<file path="src/rtl/ypca_pkg.sv">
// ---------------------------------------------------------------------------
// ypca_pkg
// widths, register indexes and helpers for the yuv pixel color adjust block
// ---------------------------------------------------------------------------
package ypca_pkg;

  localparam int PIX_W    = 8;
  localparam int DATA_W   = 3 * PIX_W;
  localparam int GAIN_W   = 8;
  localparam int OFS_W    = 11;
  localparam int MUL_W    = 8;
  localparam int CFG_W    = 11;
  localparam int IDX_W    = 3;

  localparam int YPROD_W  = 16;  // unsigned gain * y
  localparam int CPROD_W  = 16;  // signed chroma products
  localparam int CSUM_W   = 17;
  localparam int Y_SHIFT  = 6;   // luma gain in 1/64
  localparam int UV_SHIFT = 5;   // chroma factors in 1/32
  localparam int YQ_W     = YPROD_W - Y_SHIFT;
  localparam int CQ_W     = CSUM_W - UV_SHIFT;
  localparam int RES_W    = 13;

  localparam logic [IDX_W-1:0] REG_Y_GAIN   = 3'd0;
  localparam logic [IDX_W-1:0] REG_Y_OFFSET = 3'd1;
  localparam logic [IDX_W-1:0] REG_MUL_UV   = 3'd2;
  localparam logic [IDX_W-1:0] REG_MUL_VU   = 3'd3;
  localparam logic [IDX_W-1:0] REG_UV_ADD   = 3'd4;

  localparam logic [GAIN_W-1:0] Y_GAIN_RST  = 8'd64;
  localparam logic [MUL_W-1:0]  MUL_UV_RST  = 8'd32;

  localparam logic signed [RES_W-1:0] PIX_MAX = 13'sd255;

  // clip a signed intermediate to the pixel range
  function automatic logic [PIX_W-1:0] clip8(input logic signed [RES_W-1:0] x);
    logic [PIX_W-1:0] r;
    if (x < 0) begin
      r = '0;
    end else if (x > PIX_MAX) begin
      r = PIX_MAX[PIX_W-1:0];
    end else begin
      r = x[PIX_W-1:0];
    end
    return r;
  endfunction

endpackage

</file>
<file path="src/rtl/yuv_pixel_color_adjust.sv">
// ---------------------------------------------------------------------------
// yuv_pixel_color_adjust
// per-pixel luma gain/offset and chroma hue/saturation mix with clipping
// ---------------------------------------------------------------------------
// one yuv pixel per item on the in_ stream, one adjusted pixel per item on
// the out_ stream, tlast passed along with its pixel.
// y' = gain*y/64 + y_offset, u' = (u*mul_uv + v*mul_vu)/32 + uv_add,
// v' = (v*mul_uv + u*mul_vu)/32 + uv_add, divisions truncate toward zero,
// all results clipped to 0..255.
// pipeline: stage 1 multiplies, stage 2 sums and scales, stage 3 adds the
// offsets, clips and holds the output item. An accepted item passes the
// stage 1, 2 and 3 registers before out_tvalid offers it; one item per
// cycle is accepted while the output is taken every cycle.
// when out_tready is low the stages fill up one by one; in_tready drops
// only once all three stages hold an item, nothing is dropped or repeated.
// the user writes registers via cfg_we/cfg_index/cfg_wdata while the pipe
// is empty, not enforced by the block; indexes beyond the list are ignored.
// reset empties the pipeline and loads the identity settings
// (gain 64, mul_uv 32, offsets and cross factor 0).
// ---------------------------------------------------------------------------
module yuv_pixel_color_adjust (
  input  logic                         clk,
  input  logic                         rst_n,
  input  logic                         in_tvalid,
  output logic                         in_tready,
  input  logic [ypca_pkg::DATA_W-1:0]  in_tdata,   // y_in, u_in, v_in
  input  logic                         in_tlast,   // last_in
  output logic                         out_tvalid,
  input  logic                         out_tready,
  output logic [ypca_pkg::DATA_W-1:0]  out_tdata,  // y_out, u_out, v_out
  output logic                         out_tlast,  // last_out
  input  logic                         cfg_we,
  input  logic [ypca_pkg::IDX_W-1:0]   cfg_index,
  input  logic [ypca_pkg::CFG_W-1:0]   cfg_wdata
);

  localparam int PW = ypca_pkg::PIX_W;

  // configuration registers
  logic        [ypca_pkg::GAIN_W-1:0] y_gain_r;
  logic signed [ypca_pkg::OFS_W-1:0]  y_offset_r;
  logic signed [ypca_pkg::MUL_W-1:0]  mul_uv_r;
  logic signed [ypca_pkg::MUL_W-1:0]  mul_vu_r;
  logic signed [ypca_pkg::OFS_W-1:0]  uv_add_r;

  always_ff @(posedge clk) begin
    if (!rst_n) begin
      y_gain_r   <= ypca_pkg::Y_GAIN_RST;
      y_offset_r <= '0;
      mul_uv_r   <= ypca_pkg::MUL_UV_RST;
      mul_vu_r   <= '0;
      uv_add_r   <= '0;
    end else if (cfg_we) begin
      case (cfg_index)
        ypca_pkg::REG_Y_GAIN:   y_gain_r   <= cfg_wdata[ypca_pkg::GAIN_W-1:0];
        ypca_pkg::REG_Y_OFFSET: y_offset_r <= cfg_wdata[ypca_pkg::OFS_W-1:0];
        ypca_pkg::REG_MUL_UV:   mul_uv_r   <= cfg_wdata[ypca_pkg::MUL_W-1:0];
        ypca_pkg::REG_MUL_VU:   mul_vu_r   <= cfg_wdata[ypca_pkg::MUL_W-1:0];
        ypca_pkg::REG_UV_ADD:   uv_add_r   <= cfg_wdata[ypca_pkg::OFS_W-1:0];
        default: ;
      endcase
    end
  end

  // stage handshake
  logic vld1_r, vld2_r, vld3_r;
  logic rdy1, rdy2, rdy3;

  assign rdy3      = !vld3_r || out_tready;
  assign rdy2      = !vld2_r || rdy3;
  assign rdy1      = !vld1_r || rdy2;
  assign in_tready = rdy1;

  always_ff @(posedge clk) begin
    if (!rst_n) begin
      vld1_r <= 1'b0;
      vld2_r <= 1'b0;
      vld3_r <= 1'b0;
    end else begin
      if (rdy1) vld1_r <= in_tvalid;
      if (rdy2) vld2_r <= vld1_r;
      if (rdy3) vld3_r <= vld2_r;
    end
  end

  // stage 1: products
  logic signed [PW:0] u_s, v_s;
  logic [ypca_pkg::YPROD_W-1:0]        yp_nxt, yp_r;
  logic signed [ypca_pkg::CPROD_W-1:0] uuv_nxt, vvu_nxt, vuv_nxt, uvu_nxt;
  logic signed [ypca_pkg::CPROD_W-1:0] uuv_r, vvu_r, vuv_r, uvu_r;
  logic last1_r;

  assign u_s     = {1'b0, in_tdata[2*PW-1:PW]};
  assign v_s     = {1'b0, in_tdata[3*PW-1:2*PW]};
  assign yp_nxt  = y_gain_r * in_tdata[PW-1:0];
  assign uuv_nxt = u_s * mul_uv_r;
  assign vvu_nxt = v_s * mul_vu_r;
  assign vuv_nxt = v_s * mul_uv_r;
  assign uvu_nxt = u_s * mul_vu_r;

  always_ff @(posedge clk) begin
    if (rdy1 && in_tvalid) begin
      yp_r    <= yp_nxt;
      uuv_r   <= uuv_nxt;
      vvu_r   <= vvu_nxt;
      vuv_r   <= vuv_nxt;
      uvu_r   <= uvu_nxt;
      last1_r <= in_tlast;
    end
  end

  // stage 2: sums, biased so the shift truncates toward zero
  logic signed [ypca_pkg::CSUM_W-1:0] su, sv, bu, bv;
  logic [ypca_pkg::YQ_W-1:0]          yq_nxt, yq_r;
  logic signed [ypca_pkg::CQ_W-1:0]   uq_nxt, vq_nxt, uq_r, vq_r;
  logic last2_r;

  localparam logic signed [ypca_pkg::CSUM_W-1:0] UV_BIAS =
    ypca_pkg::CSUM_W'((1 << ypca_pkg::UV_SHIFT) - 1);

  assign su     = ypca_pkg::CSUM_W'(uuv_r) + ypca_pkg::CSUM_W'(vvu_r);
  assign sv     = ypca_pkg::CSUM_W'(vuv_r) + ypca_pkg::CSUM_W'(uvu_r);
  assign bu     = su[ypca_pkg::CSUM_W-1] ? su + UV_BIAS : su;
  assign bv     = sv[ypca_pkg::CSUM_W-1] ? sv + UV_BIAS : sv;
  assign uq_nxt = bu[ypca_pkg::CSUM_W-1:ypca_pkg::UV_SHIFT];
  assign vq_nxt = bv[ypca_pkg::CSUM_W-1:ypca_pkg::UV_SHIFT];
  assign yq_nxt = yp_r[ypca_pkg::YPROD_W-1:ypca_pkg::Y_SHIFT];

  always_ff @(posedge clk) begin
    if (rdy2 && vld1_r) begin
      yq_r    <= yq_nxt;
      uq_r    <= uq_nxt;
      vq_r    <= vq_nxt;
      last2_r <= last1_r;
    end
  end

  // stage 3: offsets and clip
  logic signed [ypca_pkg::RES_W-1:0] ny, nu, nv;
  logic [ypca_pkg::DATA_W-1:0] data3_nxt, data3_r;
  logic last3_r;

  assign ny = ypca_pkg::RES_W'($signed({1'b0, yq_r})) + ypca_pkg::RES_W'(y_offset_r);
  assign nu = ypca_pkg::RES_W'(uq_r) + ypca_pkg::RES_W'(uv_add_r);
  assign nv = ypca_pkg::RES_W'(vq_r) + ypca_pkg::RES_W'(uv_add_r);
  assign data3_nxt = {ypca_pkg::clip8(nv), ypca_pkg::clip8(nu), ypca_pkg::clip8(ny)};

  always_ff @(posedge clk) begin
    if (rdy3 && vld2_r) begin
      data3_r <= data3_nxt;
      last3_r <= last2_r;
    end
  end

  assign out_tvalid = vld3_r;
  assign out_tdata  = data3_r;
  assign out_tlast  = last3_r;

endmodule

</file>
<file path="config.mk">
export PLATFORM = sky130hd
export DESIGN_NAME = yuv_pixel_color_adjust
export DESIGN_NICKNAME = d
export VERILOG_FILES = /design/src/rtl/ypca_pkg.sv /design/src/rtl/yuv_pixel_color_adjust.sv
export SDC_FILE = /design/constraint.sdc
export NUM_CORES = 1
export LEC_CHECK = 0
export ABC_AREA = 1
export BUFFER_PORTS_ARGS = -buffer_cell sky130_fd_sc_hd__buf_2
export CAP_MARGIN = 40
export CORE_AREA = 10 10 203 205
export DETAILED_ROUTE_END_ITERATION = 7
export DIE_AREA = 0 0 213 215
export GPL_TIMING_DRIVEN = 0
export PLACE_DENSITY = 0.87
export SLEW_MARGIN = 20
export SYNTH_ARGS = -nofsm -noshare
export SYNTH_HDL_FRONTEND = slang
export SYNTH_SLANG_ARGS = --single-unit
</file>
<file path="constraint.sdc">
create_clock -name clk -period 6.23 [get_ports clk]
set_input_delay 1.5575 -clock clk [delete_from_list [all_inputs] [get_ports clk]]
set_output_delay 1.5575 -clock clk [all_outputs]
set_load 0.1 [all_outputs]
</file>
==> results_dict.tcl, run 1 <==
set metrics [dict create \
    result_of_the_run "finished clean" \
    fmax_ghz 0.167 \
    design.core.area_mm2 0.0372 \
    post-route-worst-setup-slack_ps 249 \
    worst_hold_startpoint "yp_r[14]" \
    regToRegStartpoint "mul_vu_r[7]" \
    dr_total_vias 17600 \
    final_cell_count_no_fill 3269 \
    busiest_layer "met2" \
    top_level_ports 71 \
    grt_util_met1_pct 28.3 \
    drt_iter0_drc 1383 \
    cts_setup_buffers 0 \
    power.share.combinational_pct 36.8 \
    net-switching-power_mw 1.66 \
    cts_hold_buf 0 \
    cts.sink_count 184 \
    cts_root_buf "sky130_fd_sc_hd__clkbuf_16" \
    tritoncts_clock_tree "built" \
    timing_worst_setup_path_type "in -> reg" \
    routed_via_density 5.38 \
    finish.utilization_pct 61.3 \
    critical_path_required_ps 6410 \
    post_synth_num_cell_types 48 \
    cpLargestDelayFamily "adder cells" \
    detail_route.wl_per_cell_um 15.4 \
    synth.ff_latch_count 184 \
    swShare_pct 39.6 \
    syn_inst 2704 \
    grt_util_met2_pct 38.4 \
    critical_path.startpoint "in_tdata[15]" \
    gr-total-overflow 0 \
    post_dp_cell_area_mm2 0.0222 \
    dp.cells 3235 \
    seq_area_mm2 0.00503 \
    synth_top_cells_by_area "sky130_fd_sc_hd__edfxtp_1 19%, sky130_fd_sc_hd__fa_1 18%, sky130_fd_sc_hd__ha_1 15%" \
    power.static_leakage_nw 13.0 \
    post-route-drc-count 0 \
    io_buffer_count 56 \
    ys_seq_area_share_pct 23.7 \
    power.ir.vdd_worst_mv 0.171 \
    die_w_um 213 \
    start_util_pct 57.1 \
    setup_viol 0 \
    chipHeight_um 215 \
    report.power.total_mw 4.20 \
    cap_violations 0 \
    post-route-cell-area_mm2 0.0228 \
    clock_network_power_share_pct 27.3 \
    grt_pass1_wl_um 83400 \
    crit_path_start_kind "input pin" \
    seqPwrFrac_pct 35.8 \
    setup_repair_after_global_routing_missed_its_margin "false" \
    floorplan.rows 71 \
    clock_transition_time_at_the_flip_flop_clock_pins_of_the_worst_setup_and_hold_paths_ps 80 \
    fraction_of_registers_with_async_set_reset_pct 0 \
    final_hold_viol_count 0 \
    timing_worst_slew_pin_value_ps 743 \
    layout-area-overhead-vs-synth_pct 7.40 \
    synth_area_mm2 0.0213 \
    global_route.usage.total_pct 22.2 \
    hpwl_um 41800 \
    gp_congestion 0.949 \
    cell_internal_pwr_mw 2.54 \
    ant_nets 0 \
    timing.critical_path.buf_inv 5 \
    h-tree-depth 4 \
    drt_wl_total_um 50400 \
    synth.most_common_cell "sky130_fd_sc_hd__inv_1" \
    synthTopCellsByCount "649 x sky130_fd_sc_hd__inv_1, 604 x sky130_fd_sc_hd__nand2_1, 259 x sky130_fd_sc_hd__ha_1" \
    max_slew_margin_pct 50.5 \
    place_ws_ps -172 \
    synth.yosys.warnings 0 \
    crit_path_max_incr_delay_ps 530 \
    grt_antenna_before_repair 0 \
    synth.net_count 3195 \
    detail_route.first_pass.iterations 6 \
    end_kind "register" \
    layout.filler_cells 3102 \
    arrival_ps 6170 \
    min-delay-path-class "reg -> reg" \
    pwr_density_cell_mw_per_mm2 184 \
    crit_top_cell "sky130_fd_sc_hd__fa_1" \
    critical_path.max_fanout 10 \
    slew_violations 0 \
    via_count_of_the_first_global_routing_pass 17700 \
    fin_tns_setup_ps 0 \
    avgSynthCellArea_um2 7.86 \
    yosys.area.top_type "sky130_fd_sc_hd__edfxtp_1" \
    multi_input_area_mm2 0.0135 \
    shortest_period_the_worst_path_allows_ps 5980 \
    cts_buffers 17 \
    post_route_cells_drive_above_1_share_pct 6.30 \
    design.die.area_mm2 0.0458 \
    clock_tree.buffer_depth 2 \
    synthFlopType "sky130_fd_sc_hd__edfxtp_1" \
    whs_ps 421 \
    insertion_delay_ps 440 \
    critical-path-slowest-cell "sky130_fd_sc_hd__fa_1" \
    critical_path_cell_by_cell "buf_1, clkbuf_1, nand2_1, fa_1, fa_1, inv_1, fa_1, inv_1, fa_1, inv_1, ha_1, nand2_1, o21ai_0, nand2_1, o211ai_1, a21oi_1, nor2_1, nor2_1, xnor2_1" \
    grtUsageMet3_pct 3.36 \
    share_of_the_cycle_needed_by_the_critical_path_after_routing_pct 96.0 \
    fin_skew_ps 13.3 \
    grt_start_max_net_pins 65 \
    final_net_count 3271 \
    synth_enable_flop_cells 135 \
    synth.top_cell.area_share_pct 19.1 \
]
==> layout by cell type (no fill, tap or decap), types with 7 or more instances in the layout <==
cell	instances
sky130_fd_sc_hd__a21oi_1	146
sky130_fd_sc_hd__buf_2	56
sky130_fd_sc_hd__clkbuf_1	71
sky130_fd_sc_hd__clkbuf_16	17
sky130_fd_sc_hd__clkinv_8	7
sky130_fd_sc_hd__dfxtp_1	49
sky130_fd_sc_hd__edfxtp_1	135
sky130_fd_sc_hd__fa_1	188
sky130_fd_sc_hd__ha_1	259
sky130_fd_sc_hd__inv_1	647
sky130_fd_sc_hd__nand2_1	604
sky130_fd_sc_hd__nand2_2	27
sky130_fd_sc_hd__nand3_1	85
sky130_fd_sc_hd__nand3_2	9
sky130_fd_sc_hd__nand3b_1	8
sky130_fd_sc_hd__nand4_1	24
sky130_fd_sc_hd__nor2_1	174
sky130_fd_sc_hd__nor2_2	11
sky130_fd_sc_hd__nor3_1	11
sky130_fd_sc_hd__o21ai_0	80
sky130_fd_sc_hd__xnor2_1	38
sky130_fd_sc_hd__xor2_1	55
==> power groups by stage <==
| stage | clock, mW | combinational, mW | sequential (mW) |
|---|---|---|---|
| after global placement | 0 | 1.46 | 1.53 |
| after CTS | 1.16 | 1.53 | 1.51 |
| after global routing | 1.21 | 1.74 | 1.51 |
| final | 1.15 | 1.55 | 1.51 |
| after floorplan | 0 | 1.11 | 1.56 |
| after detailed placement | 0 | 1.52 | 1.53 |
==> kinds of logic after synthesis <==
| family | after synthesis | synth area share [%] |
|---|---|---|
| compound gates | 265 | 6.67 |
| xor+xnor | 93 | 3.83 |
| fa+ha+maj | 447 | 32.9 |
| buf+inv | 736 | 13.0 |
| flops | 184 | 23.7 |
| simple gates | 979 | 19.8 |
==> layer usage <==
| layer | share of wire, % | vias to the layer above |
|---|---|---|
| met1 | 41 | 8340 |
| met4 | 2.3 | 0 |
| met5 | 0 | - |
| li1 | - | 8481 |
| met2 | 49 | 665 |
| met3 | 7.9 | 96 |
==> sequential cells by signal, summed over array words and instances, names as in the netlist <==
register    flops
y_offset_r     11
out_tvalid      1
mul_vu_r        8
vuv_r          16
mul_uv_r        8
uv_add_r       11
uvu_r          16
vvu_r          16
vld1_r          1
last2_r         1
uq_r           12
out_tdata      24
y_gain_r        8
yp_r           10
yq_r           10
last1_r         1
vq_r           12
out_tlast       1
uuv_r          16
vld2_r          1
==> cell type report <==
type	instances	area share, %
diodes	2	0.0219
plain buffers	78	1.32
clock buffers	17	1.86
clock inverters	15	0.986
inverters	658	10.8
multi-input cells	1784	59.0
flip-flops and latches	184	22.0
well taps	474	2.60
repair buffers	57	1.35
==> worst reg2reg max path, cell delays in order, from the launching register on <==
cell and delay (ps):
sky130_fd_sc_hd__dfxtp_1 320, sky130_fd_sc_hd__clkbuf_1 460, sky130_fd_sc_hd__inv_1 330, sky130_fd_sc_hd__clkbuf_1 400, sky130_fd_sc_hd__fa_1 610, sky130_fd_sc_hd__fa_1 530, sky130_fd_sc_hd__inv_1 60, sky130_fd_sc_hd__fa_1 500
sky130_fd_sc_hd__inv_1 60, sky130_fd_sc_hd__fa_1 530, sky130_fd_sc_hd__inv_1 40, sky130_fd_sc_hd__ha_1 360, sky130_fd_sc_hd__nand2_1 60, sky130_fd_sc_hd__o21ai_0 370, sky130_fd_sc_hd__nand2_1 100, sky130_fd_sc_hd__o211ai_1 150
sky130_fd_sc_hd__a21oi_1 110, sky130_fd_sc_hd__nor2_1 110, sky130_fd_sc_hd__nor2_1 60, sky130_fd_sc_hd__xnor2_1 130
==> timing repair <==
action | 4_1_cts | 5_1_grt
resized for setup | 0 | 6
endpoints found under the setup margin | 0 | 1
hold endpoints to repair | 0 | 0
==> path summary, 6_finish.rpt <==
check / to / slack, ps / cells past startpoint
worst max-delay path: uvu_r[14] / 250 / 19
worst min-delay path: yq_r[8] / 420 / 0
worst max register to register: uvu_r[14] / 680 / 19
worst min register to register: yq_r[8] / 420 / 0
Note: power is estimated with default switching activity, not from simulation.
==> inputs of run 2 (changes only) <==
--- a/config.mk
+++ b/config.mk
@@ -8,11 +8,13 @@
 export ABC_AREA = 1
 export BUFFER_PORTS_ARGS = -buffer_cell sky130_fd_sc_hd__buf_2
 export CAP_MARGIN = 40
-export CORE_AREA = 10 10 203 205
+export CELL_PAD_IN_SITES_DETAIL_PLACEMENT = 0
+export CELL_PAD_IN_SITES_GLOBAL_PLACEMENT = 1
+export CORE_AREA = 10 10 220 222
 export DETAILED_ROUTE_END_ITERATION = 7
-export DIE_AREA = 0 0 213 215
+export DIE_AREA = 0 0 230 232
 export GPL_TIMING_DRIVEN = 0
-export PLACE_DENSITY = 0.87
+export PLACE_DENSITY = 0.94
 export SLEW_MARGIN = 20
 export SYNTH_ARGS = -nofsm -noshare
 export SYNTH_HDL_FRONTEND = slang
==> results_dict.tcl, run 2 (same netlist as run 1, synthesis figures left out) <==
set metrics [dict create \
    design.core.area_mm2 0.0439 \
    setup_viol 0 \
    power.ir.vdd_worst_mv 0.211 \
    drt_wl_total_um 51200 \
    detail_route.wl_per_cell_um 15.1 \
    hpwl_um 42400 \
    max_slew_margin_pct 46.7 \
    cts_hold_buf 0 \
    floorplan.rows 77 \
    regToRegSetupSlack_ps 680 \
    largest_register_ff_count 24 \
    post-route-drc-count 0 \
    h-tree-depth 4 \
    routed_via_density 5.11 \
    top_level_ports 71 \
    final_hold_viol_count 0 \
    grt_pass1_wl_um 85200 \
    finish.utilization_pct 52.3 \
    grt_antenna_before_repair 0 \
    die_w_um 230 \
    power.static_leakage_nw 13.0 \
    insertion_delay_ps 460 \
    layout.cells.most_common_list "647 x sky130_fd_sc_hd__inv_1, 604 x sky130_fd_sc_hd__nand2_1, 259 x sky130_fd_sc_hd__ha_1" \
    timing_worst_slew_pin_value_ps 799 \
    share_of_the_cycle_needed_by_the_critical_path_after_routing_pct 95.0 \
    cts_root_buf "sky130_fd_sc_hd__clkbuf_16" \
    gp_congestion 0.949 \
    cts.sink_count 184 \
    io_buffer_count 56 \
    worst-r2r-cell-count 18 \
    rr_endpoint "vuv_r[12]" \
    layout-area-overhead-vs-synth_pct 7.99 \
    regToRegStartpoint "mul_uv_r[7]" \
    critical-path-slowest-cell "sky130_fd_sc_hd__clkbuf_1" \
    fmax_ghz 0.169 \
    design.die.area_mm2 0.0534 \
    crit_path_max_incr_delay_ps 550 \
    result_of_the_run "finished clean" \
    min-delay-path-class "reg -> reg" \
    slew_violations 0 \
    grt_start_max_net_pins 63 \
    cpLargestDelayFamily "adder cells" \
    critical_path.startpoint "in_tdata[11]" \
    critical_path_required_ps 6430 \
    commonest_non_fill_non_tap_cell_in_the_layout "sky130_fd_sc_hd__inv_1" \
    chipHeight_um 232 \
    detail_route.first_pass.iterations 5 \
    post_route_cells_drive_above_1_share_pct 6.37 \
    pwr_density_cell_mw_per_mm2 183 \
    final_net_count 3271 \
    setup_repair_after_global_routing_missed_its_margin "false" \
    timing_worst_setup_path_type "in -> reg" \
    insertedDiodeCount 0 \
    drt_iter0_drc 1255 \
    clock_transition_time_at_the_flip_flop_clock_pins_of_the_worst_setup_and_hold_paths_ps 70 \
    cts_buffers 17 \
    gr-total-overflow 0 \
    crit_path_start_kind "input pin" \
    clock_tree.buffer_depth 2 \
    start_util_pct 48.4 \
    global_route.usage.total_pct 19.6 \
    report.power.total_mw 4.20 \
    critical_path.max_fanout 10 \
    via_count_of_the_first_global_routing_pass 17100 \
    post-route-worst-setup-slack_ps 309 \
    cap_violations 0 \
    place_ws_ps -442 \
    ant_nets 0 \
    capture_point_of_the_worst_path "uvu_r[14]" \
    arrival_ps 6130 \
    tritoncts_clock_tree "built" \
    seq_area_mm2 0.00503 \
    end_kind "register" \
    layout.filler_cells 4216 \
    crit_top_cell "sky130_fd_sc_hd__fa_1" \
    worst-path-stages 19 \
    fin_skew_ps 12.3 \
    multi_input_area_mm2 0.0135 \
    critical_path_cell_by_cell "buf_2, clkbuf_1, nand2_1, fa_1, fa_1, inv_1, fa_1, inv_1, fa_1, inv_1, ha_1, nand2_1, o21ai_0, nand2_1, o211ai_1, a21oi_1, nor2_1, nor2_1, xnor2_1" \
    shortest_period_the_worst_path_allows_ps 5920 \
    timing.critical_path.buf_inv 5 \
    dr_total_vias 17300 \
]
==> run 2: changes by cell type in the layout (fill, tap and decap cells not counted) <==
cell	previous run	this run
sky130_fd_sc_hd__clkbuf_1	71	69
sky130_fd_sc_hd__clkinv_8	7	2
sky130_fd_sc_hd__bufinv_16	0	2
sky130_fd_sc_hd__inv_12	4	1
sky130_fd_sc_hd__inv_6	3	2
sky130_fd_sc_hd__clkbuf_2	4	6
sky130_fd_sc_hd__inv_16	1	0
sky130_fd_sc_hd__diode_2	2	0
sky130_fd_sc_hd__clkinvlp_4	0	1
sky130_fd_sc_hd__inv_8	0	4
sky130_fd_sc_hd__clkinv_4	0	3
==> run 2: final cells by class <==
| type | instances | share of cell area, % |
|---|---|---|
| Inverter | 658 | 10.8 |
| Timing Repair Buffer | 57 | 1.34 |
| Clock buffer | 17 | 1.85 |
| Buffer | 78 | 1.32 |
| Clock inverter | 15 | 0.894 |
| Sequential cell | 184 | 21.9 |
| Tap cell | 592 | 3.23 |
| Multi-Input combinational cell | 1784 | 58.7 |
==> run 2: per-stage QoR <==
step                hold WS [ps]  cells  instance area [µm²]  TNS (ps)
detailed placement           405   3353                22300     -1210
global route                 431   3385                23000         0
floorplan                    400   2704                21300         0
global placement             402   3352                22300      -919
CTS                          423   3385                23000         0
finish                       422   3385                23000         0
==> run 2: worst min-delay path by stage <==
stage                        start  endpoint  depth (start not counted)
after floorplan            last1_r   last2_r                          0
after global placement    yp_r[12]   yq_r[6]                          0
after detailed placement   yp_r[7]   yq_r[1]                          0
after CTS                  yp_r[7]   yq_r[1]                          0
after global routing       yp_r[7]   yq_r[1]                          0
final                      yp_r[7]   yq_r[1]                          0
==> run 2: routing by layer <==
| layer | vias up | routed length, µm | part of all wire, % | global-route usage (%) |
|---|---|---|---|---|
| met5 | - | 0 | 0 | 0 |
| met4 | 0 | 1240 | 2.4 | 6.19 |
| met3 | 86 | 3110 | 6.1 | 3.49 |
| met2 | 474 | 23600 | 46 | 32.3 |
| met1 | 8255 | 23300 | 45 | 25.8 |
| li1 | 8467 | - | - | - |
==> run 2: report_power, final <==
part | leakage (nW) | switching [mW] | total [mW] | internal [mW]
registers | 1.71 | 0.0432 | 1.50 | 1.46
logic | 11.0 | 1.03 | 1.53 | 0.507
clock network | 0.305 | 0.545 | 1.16 | 0.618
total | 13.0 | 1.61 | 4.20 | 2.59
==> run 2: repair_timing <==
action                     4_1_cts  5_1_grt
resized for setup                0       10
setup endpoints to repair        0        3
setup buffers                    0        0
